File: src/design/cht_ram.sv
`timescale 1ns / 1ps
`default_nettype none
// ----------------------------------------------------------------------------
// Generic simple dual-port RAM
// One write port and one read port, read data registered.
// ----------------------------------------------------------------------------
module cht_ram #(
   parameter int Width = 8,
   parameter int Depth = 16
) (
   input  wire logic                     clock,
   input  wire logic                     wr_en,
   input  wire logic [$clog2(Depth)-1:0] wr_addr,
   input  wire logic [Width-1:0]         wr_data,
   input  wire logic [$clog2(Depth)-1:0] rd_addr,
   output logic      [Width-1:0]         rd_data
);

   logic [Width-1:0] mem [Depth];

   // Write and registered read.
   always_ff @(posedge clock) begin
      if (wr_en) begin
         mem[wr_addr] <= wr_data;
      end
      rd_data <= mem[rd_addr];
   end

endmodule : cht_ram
`default_nettype wire

File: config.mk
export PLATFORM = sky130hd
export DESIGN_NAME = cht_ram
export DESIGN_NICKNAME = d
export VERILOG_FILES = /design/src/design/cht_ram.sv
export SDC_FILE = /design/constraint.sdc
export NUM_CORES = 1
export LEC_CHECK = 0
export BUFFER_PORTS_ARGS = -buffer_cell sky130_fd_sc_hd__buf_2
export CAP_MARGIN = 20
export CORE_ASPECT_RATIO = 1.75
export CORE_MARGIN = 1
export CORE_UTILIZATION = 51
export DETAILED_ROUTE_END_ITERATION = 10
export PLACE_DENSITY = 0.68
export SLEW_MARGIN = 20
export SYNTH_ARGS = -nofsm -noshare
export SYNTH_HDL_FRONTEND = slang
export SYNTH_SLANG_ARGS = --single-unit
File: constraint.sdc
create_clock -name clock -period 2.7 [get_ports clock]
set_clock_uncertainty 0.15 [all_clocks]
set_input_delay 0.135 -clock clock [delete_from_list [all_inputs] [get_ports clock]]
set_output_delay 0.135 -clock clock [all_outputs]
set_load 0.05 [all_outputs]
==> results.sh <==
export IMPL_outcome="completed"
export IMPL_final_common_cell="edfxtp_1"
export IMPL_synth_cells=229
export IMPL_multi_input_area_sq_um=1057
export IMPL_slew_viol_final=0
export IMPL_yosysWarnings=0
export IMPL_tightestPinTransition_ns=0.8650
export IMPL_ant_nets=0
export IMPL_final_layout_size_suffix_gt1_share_pct=29.63
export IMPL_maxCapViolCount=0
export IMPL_post_cts_buffers=0
export IMPL_fill_cells=698
export IMPL_overflow=0
export IMPL_vdd_drop_max_v=0.0006977
export IMPL_dpl_cell_count=382
export IMPL_p_per_area_nw_per_um2=825.0
export IMPL_clk_pin_slew_ns=0.06
export IMPL_io_pins=26
export IMPL_place_gp_congestion=0.7687
export IMPL_grt_usage_pct=20.83
export IMPL_async_flop_share_pct=0
export IMPL_end_kind="flip-flop"
export IMPL_synth_seq_cells=136
export IMPL_drc=0
export IMPL_fmax_mhz=641.6
export IMPL_wirelength_microns=9860
export IMPL_portBuffers=25
export IMPL_worstSetupPathType="input port to flip-flop"
export IMPL_dieArea_sq_um=10510
export IMPL_vias=2519
export IMPL_setup_violations_final=0
export IMPL_routed_via_density=5.969
export IMPL_synthToLayoutAreaGrowth_pct=19.93
export IMPL_finalCritPeriodShare_pct=57.73
export IMPL_pre_cts_ws_ns=0.7376
export IMPL_core_sq_um=9849
export IMPL_drt_initial_drc_count=252
export IMPL_final_cell_mix="edfxtp_1 (128), buf_2 (25), mux4_2 (18)"
export IMPL_syn_avg_cell_area_sq_um=22.48
export IMPL_fin_crit_ns=1.559
export IMPL_final_cell_count_no_fill=422
export IMPL_grt_max_degree=23
export IMPL_clock_path_buffers=2
export IMPL_yosysUniqueCellTypes=19
export IMPL_finalHoldViolCount=0
export IMPL_cts_htree_levels=4
export IMPL_setup_slack_ns=1.141
export IMPL_r2r_setup_slack_ns=1.18
export IMPL_yosysSeqAreaShare_pct=77.78
export IMPL_antenna_found_initial=0
export IMPL_syn_area_sq_um=5147
export IMPL_clock_sinks=136
export IMPL_worst_ep_arrival_time_ns=1.70
export IMPL_clk_latency_ns=0.42
export IMPL_slew_headroom_pct=42.12
export IMPL_fin_tns_setup_ns=0
export IMPL_cts_root_buf="clkbuf_16"
export IMPL_cts_tree="done"
export IMPL_dp_hpwl_microns=6168
export IMPL_wl_per_cell_microns=23.36
export IMPL_syn_nets=247
export IMPL_grt_pass1_wl_microns=15080
export IMPL_startpoint_type="input port"
export IMPL_p_leak_nw=2.106
export IMPL_seqCellArea_sq_um=4004
export IMPL_cts_inserted_buffers=17
export IMPL_p_total_mw=5.093
export IMPL_num_rows=48
export IMPL_die_x_microns=77.95
export IMPL_initial_core_util_pct=52.26
export IMPL_synth_ff_type="edfxtp_1"
export IMPL_die_h_microns=134.9
export IMPL_hp_class="input port to flip-flop"
export IMPL_crit_fanout=17
export IMPL_required_ns=2.84
export IMPL_grt_pass1_vias=2586
export IMPL_n_antenna_cell=0
export IMPL_nNetsFinal=302
export IMPL_drt_pre_antenna_iters=4
export IMPL_synth_edff_count=128
export IMPL_rsz0062_at_grt="false"
-- worst max-delay path, stage by stage --
cell and delay (ns):
buf_2 0.42, buf_12 0.25, mux4_2 0.51, a22oi_1 0.25, nand2_1 0.10
-- timing repair --
action | CTS | global route
gates resized for setup | 0 | 0
hold endpoints to repair | 128 | 0
hold buffers | 8 | 0
-- per-stage QoR --
stage	utilization (%)	hold WS (ns)	cell area [sq um]
2_1_floorplan	-	0.08387	5147
3_3_place_gp	55.36	0.3718	5453
3_5_place_dp	55.36	0.3790	5453
4_1_cts	62.68	0.1333	6173
5_1_grt	62.68	0.1471	6173
6_report	62.68	0.1547	6173
-- power breakdown --
| group | total (mW) | leakage [nW] | switching (mW) | internal (mW) |
|---|---|---|---|---|
| clock | 2.45 | 0.305 | 0.836 | 1.62 |
| sequential | 2.37 | 1.22 | 0.0132 | 2.36 |
| combinational | 0.266 | 0.577 | 0.167 | 0.0983 |
-- state kept, by name, summed over array words and instances (netlist names) --
| register | cells |
|---|---|
| rd_data | 8 |
| mem | 128 |
-- cell usage after synthesis (2+ instances only) --
| cell type | instances | share of area (%) |
|---|---|---|
| mux4_2 | 18 | 7.9 |
| edfxtp_1 | 128 | 75 |
| nor2_1 | 13 | 0.95 |
| a22oi_1 | 16 | 2.3 |
| nand2_1 | 9 | 0.66 |
| clkdlybuf4s25_2 | 3 | 0.58 |
| nand2b_1 | 2 | 0.24 |
| nor3_1 | 4 | 0.39 |
| buf_6 | 3 | 0.66 |
| mux4_1 | 14 | 7.1 |
| dfxtp_1 | 8 | 3.1 |
| nand3b_1 | 2 | 0.29 |
| buf_2 | 3 | 0.29 |
-- layer usage --
| layer | GRT usage (%) | up-vias | routed length [microns] |
|---|---|---|---|
| met2 | 34.66 | 106 | 5191 |
| met4 | 10.29 | 0 | 323 |
| met1 | 24.92 | 1299 | 3752 |
| met5 | 0 | - | 0 |
| li1 | - | 1090 | - |
| met3 | 5.878 | 24 | 592 |
-- worst paths after layout --
kind / from / endpoint / cells past startpoint
worst min-delay path: wr_addr[0] / mem[4][7] / 3
worst max register to register: mem[0][2] / rd_data[2] / 3
worst min register to register: mem[12][1] / rd_data[1] / 3
worst max-delay path: rd_addr[0] / rd_data[7] / 5
-- logic make-up after synthesis --
| kind of cell | synth area share [%] |
|---|---|
| AOI/OAI and AO/OA | 2.334 |
| buffers and inverters | 1.677 |
| DFF | 77.78 |
| muxes | 15.02 |
| and+or+nand+nor | 3.184 |
-- final cells by class --
class / instances / share of cell area (%)
clock buffers: 21 / 7.621
clock inverters: 11 / 2.756
multi-input cells: 83 / 17.13
flip-flops and latches: 136 / 64.86
well taps: 125 / 2.533
repair buffers: 46 / 5.107
(Power assumes the default switching activity.)
